[config.mk]
export PLATFORM = sky130hd
export DESIGN_NAME = disparity_shift_blend_core_flat
export DESIGN_NICKNAME = d
export VERILOG_FILES = /design/src/hw/rtl/dsb_pkg.sv /design/src/hw/rtl/dsb_in_if.sv /design/src/hw/rtl/dsb_out_if.sv /design/src/hw/rtl/dsb_ring.sv /design/src/hw/rtl/disparity_shift_blend_core.sv /design/src/flat_wrapper.sv
export SDC_FILE = /design/constraint.sdc
export NUM_CORES = 1
export LEC_CHECK = 0
export BUFFER_PORTS_ARGS = -buffer_cell sky130_fd_sc_hd__buf_4
export CAP_MARGIN = 0
export CELL_PAD_IN_SITES_DETAIL_PLACEMENT = 1
export CELL_PAD_IN_SITES_GLOBAL_PLACEMENT = 1
export CORE_AREA = 2 2 285 287
export CTS_BUF_LIST = sky130_fd_sc_hd__clkbuf_8
export CTS_CLUSTER_DIAMETER = 150
export DETAILED_ROUTE_END_ITERATION = 6
export DIE_AREA = 0 0 287 289
export HOLD_SLACK_MARGIN = 0.06
export PLACE_DENSITY = 0.87
export SKIP_CTS_REPAIR_TIMING = 1
export SYNTH_ARGS = -nofsm -noshare
export SYNTH_HDL_FRONTEND = slang
export SYNTH_HIERARCHICAL = 1
export SYNTH_SLANG_ARGS = --single-unit
export TNS_END_PERCENT = 100
[constraint.sdc]
create_clock -name clk -period 6.7 [get_ports clk]
set_input_delay 2.01 -clock clk [delete_from_list [all_inputs] [get_ports clk]]
set_output_delay 2.01 -clock clk [all_outputs]
set_load 0.1 [all_outputs]
[src/hw/rtl/dsb_pkg.sv]
// Shared types and constants of the disparity shift blend core.
`default_nettype none

package dsb_pkg;

	localparam int ROW_WIDTH_W = 11;
	localparam int SHIFT_W     = 7;
	localparam int CFG_DATA_W  = 11;
	localparam int CFG_INDEX_W = 1;

	localparam logic [ROW_WIDTH_W-1:0] ROW_WIDTH_RESET = ROW_WIDTH_W'(640);

	typedef enum logic [CFG_INDEX_W-1:0] {
		REG_ROW_WIDTH    = 1'b0,
		REG_SHIFT_AMOUNT = 1'b1
	} cfg_reg_t;

	typedef struct packed {
		logic [7:0] red;
		logic [7:0] green;
		logic [7:0] blue;
	} rgb_t;

	typedef enum logic {
		ST_RUN,
		ST_FLUSH
	} state_t;

	// what the stage-1 entry turns into at the output register
	typedef enum logic [1:0] {
		K_BLEND_MEM,
		K_BLEND_REG,
		K_COPY
	} s1_kind_t;

	typedef struct packed {
		logic wr_en;
		logic rd_en;
	} ring_ctl_t;

endpackage

`default_nettype wire

[src/hw/rtl/dsb_in_if.sv]
// Input channel: one left and one right RGB pixel of the same column.
`default_nettype none

interface dsb_in_if;
	logic       valid;
	logic       ready;
	logic [7:0] left_red;
	logic [7:0] left_green;
	logic [7:0] left_blue;
	logic [7:0] right_red;
	logic [7:0] right_green;
	logic [7:0] right_blue;

	modport source (
		output valid, left_red, left_green, left_blue, right_red, right_green, right_blue,
		input  ready
	);

	modport sink (
		input  valid, left_red, left_green, left_blue, right_red, right_green, right_blue,
		output ready
	);
endinterface

`default_nettype wire

[src/hw/rtl/dsb_out_if.sv]
// Output channel: one blended or copied RGB pixel with end-of-row flag.
`default_nettype none

interface dsb_out_if;
	logic       valid;
	logic       ready;
	logic [7:0] out_red;
	logic [7:0] out_green;
	logic [7:0] out_blue;
	logic       row_last;

	modport source (
		output valid, out_red, out_green, out_blue, row_last,
		input  ready
	);

	modport sink (
		input  valid, out_red, out_green, out_blue, row_last,
		output ready
	);
endinterface

`default_nettype wire

[src/hw/rtl/dsb_ring.sv]
// Delay ring memory: one write and one registered read per cycle.
`default_nettype none

module dsb_ring #(
	parameter int DEPTH  = 32,
	parameter int ADDR_W = 5
) (
	input  wire                      clk,
	input  wire dsb_pkg::ring_ctl_t  ctl,
	input  wire  [ADDR_W-1:0]        wr_addr,
	input  wire dsb_pkg::rgb_t       wr_data,
	input  wire  [ADDR_W-1:0]        rd_addr,
	output dsb_pkg::rgb_t            rd_data
);
	import dsb_pkg::*;

	rgb_t mem [DEPTH];

	// read returns old data when both ports hit the same entry
	always_ff @(posedge clk) begin
		if (ctl.rd_en) begin
			rd_data <= mem[rd_addr];
		end
		if (ctl.wr_en) begin
			mem[wr_addr] <= wr_data;
		end
	end

endmodule

`default_nettype wire

[src/hw/rtl/disparity_shift_blend_core.sv]
// Disparity shift blend core: top level with row control, ring access and output register.
// Path: an accepted input goes through the ring read into the stage-1 register, then into the
//   output register, whose valid drives the output channel; back-pressure can hold either one.
// Throughput: one input transaction per cycle within a row while the output is not stalled;
//   the last pixel of a row starts a flush of |s| ring reads, during which no input is taken.
// Reset: arst_n clears all control state asynchronously; row_width resets to 640, shift to 0.
//   The ring is not cleared: an entry is always written earlier in the same row than it is read.
`default_nettype none

module disparity_shift_blend_core #(
	parameter int MAX_WIDTH = 1024,
	parameter int MAX_SHIFT = 32
) (
	input  wire                                 clk,
	input  wire                                 arst_n,
	input  wire                                 cfg_we,
	input  wire  [dsb_pkg::CFG_INDEX_W-1:0]     cfg_index,
	input  wire  [dsb_pkg::CFG_DATA_W-1:0]      cfg_data,
	dsb_in_if.sink                              pixels,
	dsb_out_if.source                           blended
);
	import dsb_pkg::*;

	localparam int LEN_W = $clog2(MAX_WIDTH + 1);
	localparam int COL_W = $clog2(MAX_WIDTH);
	localparam int MAG_W = $clog2(MAX_SHIFT + 1);
	localparam int PTR_W = (MAX_SHIFT > 1) ? $clog2(MAX_SHIFT) : 1;
	localparam int CMP_W = ((LEN_W > ROW_WIDTH_W) ? LEN_W : ROW_WIDTH_W) + 1;

	function automatic logic [PTR_W-1:0] ring_back(input logic [PTR_W-1:0] ptr,
			input logic [MAG_W-1:0] back);
		logic [MAG_W:0] sum;
		sum = (MAG_W+1)'(ptr) + (MAG_W+1)'(MAX_SHIFT) - (MAG_W+1)'(back);
		if (sum >= (MAG_W+1)'(MAX_SHIFT)) begin
			sum = sum - (MAG_W+1)'(MAX_SHIFT);
		end
		return PTR_W'(sum);
	endfunction

	function automatic rgb_t blend(input rgb_t a, input rgb_t b);
		logic [8:0] sr;
		logic [8:0] sg;
		logic [8:0] sb;
		rgb_t       res;
		sr = {1'b0, a.red} + {1'b0, b.red};
		sg = {1'b0, a.green} + {1'b0, b.green};
		sb = {1'b0, a.blue} + {1'b0, b.blue};
		res.red   = sr[8:1];
		res.green = sg[8:1];
		res.blue  = sb[8:1];
		return res;
	endfunction

	// configuration registers
	logic        [ROW_WIDTH_W-1:0] row_width_q;
	logic signed [SHIFT_W-1:0]     shift_amount_q;

	always_ff @(posedge clk or negedge arst_n) begin
		if (!arst_n) begin
			row_width_q    <= ROW_WIDTH_RESET;
			shift_amount_q <= '0;
		end else if (cfg_we) begin
			unique case (cfg_reg_t'(cfg_index))
				REG_ROW_WIDTH:    row_width_q    <= cfg_data[ROW_WIDTH_W-1:0];
				REG_SHIFT_AMOUNT: shift_amount_q <= cfg_data[SHIFT_W-1:0];
				default: ;
			endcase
		end
	end

	// row state
	state_t           state_q;
	state_t           state_d;
	logic [COL_W-1:0] col_q;
	logic [LEN_W-1:0] row_len_q;
	logic [MAG_W-1:0] row_mag_q;
	logic             row_neg_q;
	logic [PTR_W-1:0] wp_q;
	logic [MAG_W-1:0] flush_cnt_q;
	logic [PTR_W-1:0] flush_addr_q;

	// row parameters as sampled at column 0
	logic [CMP_W-1:0]   w_ext;
	logic [CMP_W-1:0]   len_c;
	logic [CMP_W-1:0]   lim_c;
	logic [CMP_W-1:0]   magraw_c;
	logic [CMP_W-1:0]   mag_c;
	logic [SHIFT_W-1:0] sh_neg;

	always_comb begin
		w_ext = CMP_W'(row_width_q);
		if (w_ext == '0) begin
			len_c = CMP_W'(1);
		end else if (w_ext > CMP_W'(MAX_WIDTH)) begin
			len_c = CMP_W'(MAX_WIDTH);
		end else begin
			len_c = w_ext;
		end
		lim_c = len_c - CMP_W'(1);
		if (lim_c > CMP_W'(MAX_SHIFT)) begin
			lim_c = CMP_W'(MAX_SHIFT);
		end
		sh_neg   = SHIFT_W'(-shift_amount_q);
		magraw_c = shift_amount_q[SHIFT_W-1] ? CMP_W'(sh_neg) : CMP_W'(shift_amount_q);
		mag_c    = (magraw_c > lim_c) ? lim_c : magraw_c;
	end

	logic [LEN_W-1:0] cur_len;
	logic [MAG_W-1:0] cur_mag;
	logic             cur_neg;
	logic             col_last;
	logic             emit_c;
	rgb_t             left_px;
	rgb_t             right_px;
	rgb_t             delayed_px;
	rgb_t             current_px;
	logic [PTR_W-1:0] rd_addr_run;
	logic [PTR_W-1:0] wp_next;

	always_comb begin
		if (col_q == '0) begin
			cur_len = LEN_W'(len_c);
			cur_mag = MAG_W'(mag_c);
			cur_neg = shift_amount_q[SHIFT_W-1] && (mag_c != '0);
		end else begin
			cur_len = row_len_q;
			cur_mag = row_mag_q;
			cur_neg = row_neg_q;
		end
		col_last = (CMP_W'(col_q) + CMP_W'(1)) >= CMP_W'(cur_len);
		emit_c   = CMP_W'(col_q) >= CMP_W'(cur_mag);
		left_px  = '{red: pixels.left_red, green: pixels.left_green, blue: pixels.left_blue};
		right_px = '{red: pixels.right_red, green: pixels.right_green,
			blue: pixels.right_blue};
		delayed_px  = cur_neg ? right_px : left_px;
		current_px  = cur_neg ? left_px : right_px;
		rd_addr_run = ring_back(wp_q, cur_mag);
		wp_next     = (wp_q == PTR_W'(MAX_SHIFT - 1)) ? '0 : wp_q + PTR_W'(1);
	end

	// stage 1 and output register
	logic     v_s1;
	s1_kind_t kind_s1;
	logic     last_s1;
	rgb_t     cur_s1;
	rgb_t     dly_s1;
	logic     out_v_q;
	rgb_t     out_px_q;
	logic     out_last_q;
	logic     out_free;
	logic     s1_free;
	logic     in_acc;
	logic     flush_rd;
	rgb_t     rd_data;
	rgb_t     s1_px;

	assign out_free = !out_v_q || blended.ready;
	assign s1_free  = !v_s1 || out_free;
	assign in_acc   = pixels.valid && pixels.ready;

	// next state
	always_comb begin
		state_d = state_q;
		unique case (state_q)
			ST_RUN: begin
				if (in_acc && col_last && (cur_mag != '0)) begin
					state_d = ST_FLUSH;
				end
			end
			ST_FLUSH: begin
				if (flush_rd && (flush_cnt_q == MAG_W'(1))) begin
					state_d = ST_RUN;
				end
			end
			default: state_d = ST_RUN;
		endcase
	end

	// state outputs
	always_comb begin
		pixels.ready = 1'b0;
		flush_rd     = 1'b0;
		unique case (state_q)
			ST_RUN:   pixels.ready = s1_free;
			ST_FLUSH: flush_rd     = s1_free;
			default: ;
		endcase
	end

	always_ff @(posedge clk or negedge arst_n) begin
		if (!arst_n) begin
			state_q      <= ST_RUN;
			col_q        <= '0;
			row_len_q    <= LEN_W'(1);
			row_mag_q    <= '0;
			row_neg_q    <= 1'b0;
			wp_q         <= '0;
			flush_cnt_q  <= '0;
			flush_addr_q <= '0;
		end else begin
			state_q <= state_d;
			if (in_acc) begin
				row_len_q <= cur_len;
				row_mag_q <= cur_mag;
				row_neg_q <= cur_neg;
				wp_q      <= wp_next;
				col_q     <= col_last ? '0 : col_q + COL_W'(1);
				if (col_last) begin
					flush_cnt_q  <= cur_mag;
					flush_addr_q <= ring_back(wp_q, cur_mag - MAG_W'(1));
				end
			end else if (flush_rd) begin
				flush_cnt_q  <= flush_cnt_q - MAG_W'(1);
				flush_addr_q <= (flush_addr_q == PTR_W'(MAX_SHIFT - 1)) ? '0 :
					flush_addr_q + PTR_W'(1);
			end
		end
	end

	ring_ctl_t        ring_ctl;
	logic [PTR_W-1:0] rd_addr;

	assign ring_ctl.wr_en = in_acc;
	assign ring_ctl.rd_en = (in_acc && emit_c && (cur_mag != '0)) || flush_rd;
	assign rd_addr        = (state_q == ST_FLUSH) ? flush_addr_q : rd_addr_run;

	dsb_ring #(
		.DEPTH  (MAX_SHIFT),
		.ADDR_W (PTR_W)
	) u_ring (
		.clk     (clk),
		.ctl     (ring_ctl),
		.wr_addr (wp_q),
		.wr_data (delayed_px),
		.rd_addr (rd_addr),
		.rd_data (rd_data)
	);

	always_ff @(posedge clk or negedge arst_n) begin
		if (!arst_n) begin
			v_s1 <= 1'b0;
		end else if (in_acc) begin
			v_s1 <= emit_c;
		end else if (flush_rd) begin
			v_s1 <= 1'b1;
		end else if (out_free) begin
			v_s1 <= 1'b0;
		end
	end

	always_ff @(posedge clk) begin
		if (in_acc) begin
			kind_s1 <= (cur_mag == '0) ? K_BLEND_REG : K_BLEND_MEM;
			last_s1 <= col_last && (cur_mag == '0);
			cur_s1  <= current_px;
			dly_s1  <= delayed_px;
		end else if (flush_rd) begin
			kind_s1 <= K_COPY;
			last_s1 <= (flush_cnt_q == MAG_W'(1));
		end
	end

	always_comb begin
		case (kind_s1)
			K_BLEND_MEM: s1_px = blend(rd_data, cur_s1);
			K_BLEND_REG: s1_px = blend(dly_s1, cur_s1);
			K_COPY:      s1_px = rd_data;
			default:     s1_px = rd_data;
		endcase
	end

	always_ff @(posedge clk or negedge arst_n) begin
		if (!arst_n) begin
			out_v_q <= 1'b0;
		end else if (v_s1 && out_free) begin
			out_v_q <= 1'b1;
		end else if (blended.ready) begin
			out_v_q <= 1'b0;
		end
	end

	always_ff @(posedge clk) begin
		if (v_s1 && out_free) begin
			out_px_q   <= s1_px;
			out_last_q <= last_s1;
		end
	end

	assign blended.valid     = out_v_q;
	assign blended.out_red   = out_px_q.red;
	assign blended.out_green = out_px_q.green;
	assign blended.out_blue  = out_px_q.blue;
	assign blended.row_last  = out_last_q;

	a_flush_count: assert property (@(posedge clk) disable iff (!arst_n)
		(state_q == ST_FLUSH) |-> (flush_cnt_q != '0))
		else $error("flush running with zero count");

	a_mag_in_row: assert property (@(posedge clk) disable iff (!arst_n)
		CMP_W'(row_mag_q) < CMP_W'(row_len_q))
		else $error("latched shift not below row length");

	a_flush_at_row_start: assert property (@(posedge clk) disable iff (!arst_n)
		(state_q == ST_FLUSH) |-> (col_q == '0))
		else $error("flush while column counter mid-row");

endmodule

`default_nettype wire
[src/flat_wrapper.sv]
// flat-port wrapper written by rule: the top's interface ports become plain ports
module disparity_shift_blend_core_flat import dsb_pkg::*;
#(
	parameter int MAX_WIDTH = 1024,
	parameter int MAX_SHIFT = 32
)
  (clk, arst_n, cfg_we, cfg_index, cfg_data, pixels_valid, pixels_left_red, pixels_left_green, pixels_left_blue, pixels_right_red, pixels_right_green, pixels_right_blue, pixels_ready, blended_valid, blended_out_red, blended_out_green, blended_out_blue, blended_row_last, blended_ready);
  dsb_in_if pixels_i ();
  dsb_out_if blended_i ();
  input  wire clk;
  input  wire arst_n;
  input  wire cfg_we;
  input  wire  [dsb_pkg::CFG_INDEX_W-1:0] cfg_index;
  input  wire  [dsb_pkg::CFG_DATA_W-1:0] cfg_data;
  input wire logic [$bits(pixels_i.valid)-1:0] pixels_valid;
  input wire logic [$bits(pixels_i.left_red)-1:0] pixels_left_red;
  input wire logic [$bits(pixels_i.left_green)-1:0] pixels_left_green;
  input wire logic [$bits(pixels_i.left_blue)-1:0] pixels_left_blue;
  input wire logic [$bits(pixels_i.right_red)-1:0] pixels_right_red;
  input wire logic [$bits(pixels_i.right_green)-1:0] pixels_right_green;
  input wire logic [$bits(pixels_i.right_blue)-1:0] pixels_right_blue;
  output wire logic [$bits(pixels_i.ready)-1:0] pixels_ready;
  output wire logic [$bits(blended_i.valid)-1:0] blended_valid;
  output wire logic [$bits(blended_i.out_red)-1:0] blended_out_red;
  output wire logic [$bits(blended_i.out_green)-1:0] blended_out_green;
  output wire logic [$bits(blended_i.out_blue)-1:0] blended_out_blue;
  output wire logic [$bits(blended_i.row_last)-1:0] blended_row_last;
  input wire logic [$bits(blended_i.ready)-1:0] blended_ready;
  assign pixels_i.valid = pixels_valid;
  assign pixels_i.left_red = pixels_left_red;
  assign pixels_i.left_green = pixels_left_green;
  assign pixels_i.left_blue = pixels_left_blue;
  assign pixels_i.right_red = pixels_right_red;
  assign pixels_i.right_green = pixels_right_green;
  assign pixels_i.right_blue = pixels_right_blue;
  assign pixels_ready = pixels_i.ready;
  assign blended_valid = blended_i.valid;
  assign blended_out_red = blended_i.out_red;
  assign blended_out_green = blended_i.out_green;
  assign blended_out_blue = blended_i.out_blue;
  assign blended_row_last = blended_i.row_last;
  assign blended_i.ready = blended_ready;
  disparity_shift_blend_core #(.MAX_WIDTH(MAX_WIDTH), .MAX_SHIFT(MAX_SHIFT)) u_core (.clk(clk), .arst_n(arst_n), .cfg_we(cfg_we), .cfg_index(cfg_index), .cfg_data(cfg_data), .pixels(pixels_i), .blended(blended_i));
endmodule
== Yosys cells after proc, flatten, opt, wreduce, memory -nomap -nowiden ==
Memory sizes are Yosys's and may differ from the RTL's. A register that Yosys moved wholly into a read port is not among the register bits.
Index checks and enable logic that the tools add are counted.
W data, S select, Z words.

* Flip-flop bits (word level): 141
* Latch bits: 0
* RAM bits: 768
* ROM bits: 0
* Input port bits: 65
* Output and inout port bits: 27
* Word-level logic and storage cells: 124
* Memories kept: 1

* $add $sub $neg: 19
* Multiply operators: 0
* Div/mod/pow operators: 0
* $lt $le $gt $ge: 7
* Eq/ne operators: 5
* Shift operators: 0
* Muxes and demuxes: 40
* Bitwise logic cells: 2
* Reductions and logical operators: 26

{| class="wikitable"
|+ Memory list
! name !! words !! width !! rd ports !! clocked after memory_dff !! write ports !! line !! RTL
|-
| u_core.u_ring.mem || 32 || 24 || 1 || 1 || 1 || dsb_ring.sv:17 || <nowiki>rgb_t mem [DEPTH];</nowiki>
|}

{| class="wikitable"
|+ Operators by type and width
! cell !! number
|-
| $add A8 B8 Y9 || 6
|-
| $mux W24 || 2
|-
| $pmux W24 S2 || 1
|-
| $mux W5 || 8
|-
| $mux W12 || 3
|-
| $mux W6 || 4
|-
| $mux W11 || 2
|-
| $mux W1 || 15
|-
| $ge A7 B6 Y1 const B || 2
|-
| $sub A7 B6 Y7 || 2
|-
| $ge A12 B11 Y1 || 1
|-
| $gt A12 B12 Y1 || 1
|-
| $gt A12 B6 Y1 const B || 1
|-
| $reduce_bool A12 Y1 || 1
|-
| $sub A12 B1 Y12 const B || 1
|-
| $sub A6 B1 Y6 const B || 2
|-
| $add A10 B1 Y11 const B || 1
|-
| $gt A11 B11 Y1 const B || 1
|-
| $logic_not A11 Y1 || 1
|-
| $add A10 B1 Y10 const B || 1
|-
| $add A5 B1 Y5 const B || 2
|-
| $eq A5 B5 Y1 const B || 2
|-
| $ge A10 B6 Y1 || 1
|-
| $logic_not A10 Y1 || 1
|-
| 20 further kinds || 37
|}

== Depth between registers and ports, before layout ==
* Depth in word-level cells: 15
* Mapped depth: 33

== Hierarchy ==
Netlist, hierarchy kept.

{| class="wikitable"
|+ By module, submodules not included
! module !! times used !! cells each !! area each (sq um) !! seq. area each (sq um)
|-
| dsb_ring || 1 || 1711 || 30723.2 || 23782.8
|-
| disparity_shift_blend_core || 1 || 821 || 8847.2 || 3912.5
|}

== Worst setup path before layout ==
No wires, ideal clock.

* Path type: input to register
* Start point: input port blended_ready
* End point: memory u_core/u_ring/mem[28][0] (netlist name) (enable)
* Arrival: 7.897 ns
* Required time: 6.295 ns
* Slack: -1.602 ns
* Stages on the path: 9
* Path buffers: 3
* Cells stage by stage: nor2b_1 -> a21oi_1 -> nand2_1 -> clkinv_1 -> clkbuf_1 -> clkbuf_1 -> or3b_2 -> clkbuf_1 -> nor2_1

* Cells in the longest elaborated chain, start to end: 6

{| class="wikitable"
|+ RTL lines
! element !! line !! RTL
|-
| from (decl) || flat_wrapper.sv:28 || <nowiki>input wire logic [$bits(blended_i.ready)-1:0] blended_ready;</nowiki>
|-
| $logic_or A1 B1 Y1 || disparity_shift_blend_core.sv:157 || <nowiki>assign out_free = !out_v_q || blended.ready;</nowiki>
|-
| $logic_or A1 B1 Y1 || disparity_shift_blend_core.sv:158 || <nowiki>assign s1_free = !v_s1 || out_free;</nowiki>
|-
| $mux W1 || disparity_shift_blend_core.sv:183 || <nowiki>unique case (state_q)</nowiki>
|-
| named net pixels_ready || flat_wrapper.sv:22 || <nowiki>output wire logic [$bits(pixels_i.ready)-1:0] pixels_ready;</nowiki>
|-
| $logic_and A1 B1 Y1 || disparity_shift_blend_core.sv:159 || <nowiki>assign in_acc = pixels.valid && pixels.ready;</nowiki>
|-
| named net u_core.in_acc || disparity_shift_blend_core.sv:152 || <nowiki>logic in_acc;</nowiki>
|-
| $mux W1 || dsb_ring.sv:24 || <nowiki>if (ctl.wr_en) begin</nowiki>
|-
| $mux W1 (not written as such) || dsb_ring.sv:25 || <nowiki>mem[wr_addr] <= wr_data;</nowiki>
|-
| to (decl) || dsb_ring.sv:17 ||
|}

The timed path passes the listed nets, and every way through them passes these cells.

== Final worst setup path ==
* Start point: register u_core.row_width_q[5]
* End point: register, netlist name u_core/u_ring/rd_data[15]

* Cells in the longest elaborated chain, start to end: 13
* Elaborated cells between the ends (all ways): 20
* Classes of those cells: 3 x add/sub; 5 x order compare; 7 x mux; 5 x reduce/logical

{| class="wikitable"
|+ RTL lines
! element !! line !! RTL
|-
| from (decl) || disparity_shift_blend_core.sv:55 || <nowiki>logic [ROW_WIDTH_W-1:0] row_width_q;</nowiki>
|-
| from (signal assigned) || disparity_shift_blend_core.sv:64 || <nowiki>REG_ROW_WIDTH: row_width_q <= cfg_data[ROW_WIDTH_W-1:0];</nowiki>
|-
| $gt A11 B11 Y1 || disparity_shift_blend_core.sv:94 || <nowiki>end else if (w_ext > CMP_W'(MAX_WIDTH)) begin</nowiki>
|-
| $mux W11 || disparity_shift_blend_core.sv:94 ||
|-
| $mux W12 (*) || disparity_shift_blend_core.sv:92 || <nowiki>if (w_ext == '0) begin</nowiki>
|-
| $sub A12 B1 Y12 (*) || disparity_shift_blend_core.sv:99 || <nowiki>lim_c = len_c - CMP_W'(1);</nowiki>
|-
| $gt A12 B6 Y1 || disparity_shift_blend_core.sv:100 || <nowiki>if (lim_c > CMP_W'(MAX_SHIFT)) begin</nowiki>
|-
| $mux W12 (*) || disparity_shift_blend_core.sv:100 ||
|-
| $gt A12 B12 Y1 || disparity_shift_blend_core.sv:105 || <nowiki>mag_c = (magraw_c > lim_c) ? lim_c : magraw_c;</nowiki>
|-
| $mux W12 (*) || disparity_shift_blend_core.sv:105 ||
|-
| $mux W6 (*) || disparity_shift_blend_core.sv:121 || <nowiki>if (col_q == '0) begin</nowiki>
|-
| named net u_core.cur_mag[1] || disparity_shift_blend_core.sv:109 || <nowiki>logic [MAG_W-1:0] cur_mag;</nowiki>
|-
| $sub A7 B6 Y7 (*) || disparity_shift_blend_core.sv:33 || <nowiki>sum = (MAG_W+1)'(ptr) + (MAG_W+1)'(MAX_SHIFT) - (MAG_W+1)'(back);</nowiki>
|-
| $ge A7 B6 Y1 or $sub A5 B1 Y5 (tied branches) || disparity_shift_blend_core.sv:34, disparity_shift_blend_core.sv:35 ||
|-
| $mux W5 (*) || disparity_shift_blend_core.sv:34 || <nowiki>if (sum >= (MAG_W+1)'(MAX_SHIFT)) begin</nowiki>
|-
| $mux W5 (*) || disparity_shift_blend_core.sv:225 || <nowiki>assign rd_addr = (state_q == ST_FLUSH) ? flush_addr_q : rd_addr_run;</nowiki>
|-
| named net u_core.rd_addr[1] || disparity_shift_blend_core.sv:221 || <nowiki>logic [PTR_W-1:0] rd_addr;</nowiki>
|}

Mark *: on every way through the listed nets, which the timed path passes. The rest lies on a longest branch.
A chain may end at the register's enable or synchronous reset.

==> results.toml <==
[status]
status = "complete, but fails checks"
violations = "negative setup slack"

[route]
post-route-drc-count = 0
ant_nets = 0
avgRoutedWirePerCell_um = 32.5
drtIter0Drc = 2790
viasPerCell = 6.43
vias = 25100
routed_wl_mm = 127
first_pass_iters = 6

[hold_path]
min_to = "u_core/row_len_q[0]"
whs_path_depth = 2
min-delay-start = "u_core/row_len_q[0]"
hold_path_class = "reg -> reg"

[critical_path]
crit_required_ps = 7250
timing.rr.end = "u_core/u_ring/rd_data[15]"
slowest_stage = "fa_2"
cp-end-kind = "flop"
critical-path-max-stage-delay_ps = 480
r2r_cells = 28
r2r-start = "u_core/row_width_q[5]"
crit_start = "u_core/row_width_q[5]"
worst-path-max-fanout = 38
crit_path_start_kind = "flop"
worstPathArrival_ps = 7310
path_class = "reg -> reg"
r2r_slack_ps = -60

[grt]
grtUsageTotal_pct = 30.2
grt_remaining_overflow = 0
grt_pass1_vias = 27500
grt_pass1_wl_mm = 183
antenna_found_initial = 2
grt_max_degree = 66

[logic_synthesis]
synth_nets = 2664
ys_top_cells_by_count = "edfxtp_1, mux2i_1, nand2_1"
synthTopCellsByArea = "edfxtp_1, mux2i_1, dfrtp_1, mux2_2, ha_1"
synth_area_um2 = 39600
yosys.area.top_type = "edfxtp_1"
synth_edf_count = 868
synth-main-ff-cell = "edfxtp_1"
seq_area_frac_synth_pct = 70.0
ys_ff_latch = 933
yosysMostFrequentCell = "edfxtp_1"
yosys.cell_types.count = 71
synth-async-reset-ratio_pct = 6.97
avgSynthCellArea_um2 = 15.6
syn_inst = 2532
yosysWarnings = 6
synth.top_cell.area_share_pct = 65.9

[sta]
hold_viol = 0
timing.fmax_mhz = 148
tightest_slew_ps = 960
relSlewSlack_pct = 35.9
drv_slew = 0
layout_setup_ws_ps = -64.2
setup_violations = 6
skew_ps = 43.9
period_needed_ps = 6760
fin_crit_sh_pct = 101

[die]
fp-row-count = 104
die_x_um = 287
fp.dieArea_um2 = 82900
die_h_um = 289
io_pins = 92
core_area_um2 = 79900
start_util_pct = 49.5

[finish]
syn_to_final_growth_pct = 13.2
drive_gt1_share_pct = 19.6
fill_cells = 7499
fin_util_pct = 56.1
fin_nets = 2881

[clock_network]
clock-sinks = 933
htree_levels = 4
worstSkewPairLatency_ps = 820
clk_pin_slew_ps = 70
cts_tree = "built"
cts_buffers = 147
clk_path_buf_depth = 3
cts-root-buf = "clkbuf_8"

[placed_design]
portBuffers = 91
gp_congestion = 0.885
hpwlAfterDp_mm = 70.3

[run]
maxCapViolCount = 0
-- cell type report --
| type | instances | area (um^2) | share of cell area [%] |
|---|---|---|---|
| antenna | 1 | 2.50 | 0.00559 |
| clock buffer | 149 | 2050 | 4.58 |
| clock inverter | 98 | 464 | 1.04 |
| inverter | 29 | 110 | 0.246 |
| multi-input combinational | 1437 | 11300 | 25.2 |
| sequential | 933 | 27700 | 61.8 |
| tap | 1060 | 1330 | 2.96 |
| timing repair buffer | 201 | 1850 | 4.14 |
-- sequential cells by signal (all words and copies together), names as in the netlist, 2 cells and up --
name                      flops
u_core/row_width_q           11
u_core/blended.out_blue       8
u_core/blended.out_green      8
u_core/u_ring/mem           768
u_core/u_ring/rd_data        24
u_core/shift_amount_q         7
u_core/kind_s1                2
u_core/row_mag_q              6
u_core/dly_s1                24
u_core/col_q                 10
u_core/wp_q                   5
u_core/flush_addr_q           5
u_core/cur_s1                24
u_core/flush_cnt_q            6
u_core/row_len_q             11
u_core/blended.out_red        8
-- how the worst max path moves through the flow --
stage,end
floorplan,u_core/u_ring/mem[28][0]
global placement,u_core/u_ring/rd_data[8]
detailed placement,u_core/u_ring/rd_data[8]
CTS,u_core/u_ring/rd_data[8]
global route,u_core/u_ring/rd_data[8]
finish,u_core/u_ring/rd_data[15]
-- critical path: cells and delay by family (launching register included) --
family / cells / cell delay, ps
AOI/OAI and AO/OA: 10 / 2180
and+or+nand+nor: 8 / 1430
buffers and inverters: 6 / 1110
adders and majority gates: 3 / 1010
DFF: 1 / 440
xor gates and xnor gates: 1 / 270
-- per-stage QoR --
step	setup TNS, ps	hold WS (ps)	area [um^2]	instances	setup WS (ps)
after global placement	-457	448	41900	3641	-125
after global routing	-2670	496	44800	3908	-194
after detailed placement	-13580	451	41900	3641	-618
final	-136	465	44800	3908	-64.2
after floorplan	-6380	400	39600	2532	-36.8
after CTS	-25900	462	44400	3888	-856
-- placed cells by master, fill, tap and decap left out, drive strengths merged, types with 4 or more instances in the layout --
| master | synthesis | layout |
|---|---|---|
| edfxtp | 868 | 868 |
| o21a | 4 | 4 |
| nor3b | 6 | 6 |
| nor3 | 33 | 33 |
| a22o | 48 | 48 |
| mux2i | 390 | 390 |
| o21ai | 77 | 77 |
| o31ai | 4 | 4 |
| clkinvlp | 0 | 6 |
| nand3 | 87 | 87 |
| o21bai | 7 | 7 |
| and3 | 10 | 10 |
| a211oi | 4 | 4 |
| inv | 28 | 88 |
| xor2 | 19 | 19 |
| nand3b | 6 | 6 |
| nor2 | 64 | 64 |
| fa | 5 | 5 |
| clkinv | 1 | 33 |
| a31oi | 39 | 39 |
| o22ai | 5 | 5 |
| a22oi | 74 | 74 |
| xnor2 | 25 | 25 |
| mux2 | 98 | 98 |
| or2 | 8 | 8 |
| nand2 | 163 | 163 |
| dfrtp | 62 | 62 |
| nor2b | 19 | 19 |
| ha | 62 | 62 |
| buf | 76 | 198 |
| nor4 | 9 | 9 |
| clkbuf | 57 | 152 |
| and2 | 7 | 7 |
| a21oi | 110 | 110 |
| nand2b | 11 | 11 |
| a21o | 14 | 14 |
-- per-layer routing --
| metal | global-route usage, % | up-vias | wire length (um) |
|---|---|---|---|
| li1 | - | 10200 | - |
| met1 | 34.6 | 12700 | 43100 |
| met2 | 52.7 | 1684 | 64200 |
| met3 | 5.83 | 514 | 11000 |
| met4 | 18.4 | 2 | 8640 |
| met5 | 0 | - | 14 |
-- cell families after synthesis --
kind of cell | share of synthesized area [%]
xor+xnor | 0.974
other cells | 0.00948
simple gates | 5.20
buf+inv | 2.26
fa+ha+maj | 2.21
mux | 12.7
compound gates | 6.62
flops | 70.0
Power is left out: the tool's default activity adds up to more than one toggle a clock period on the data nets, which glitch-free logic cannot reach.
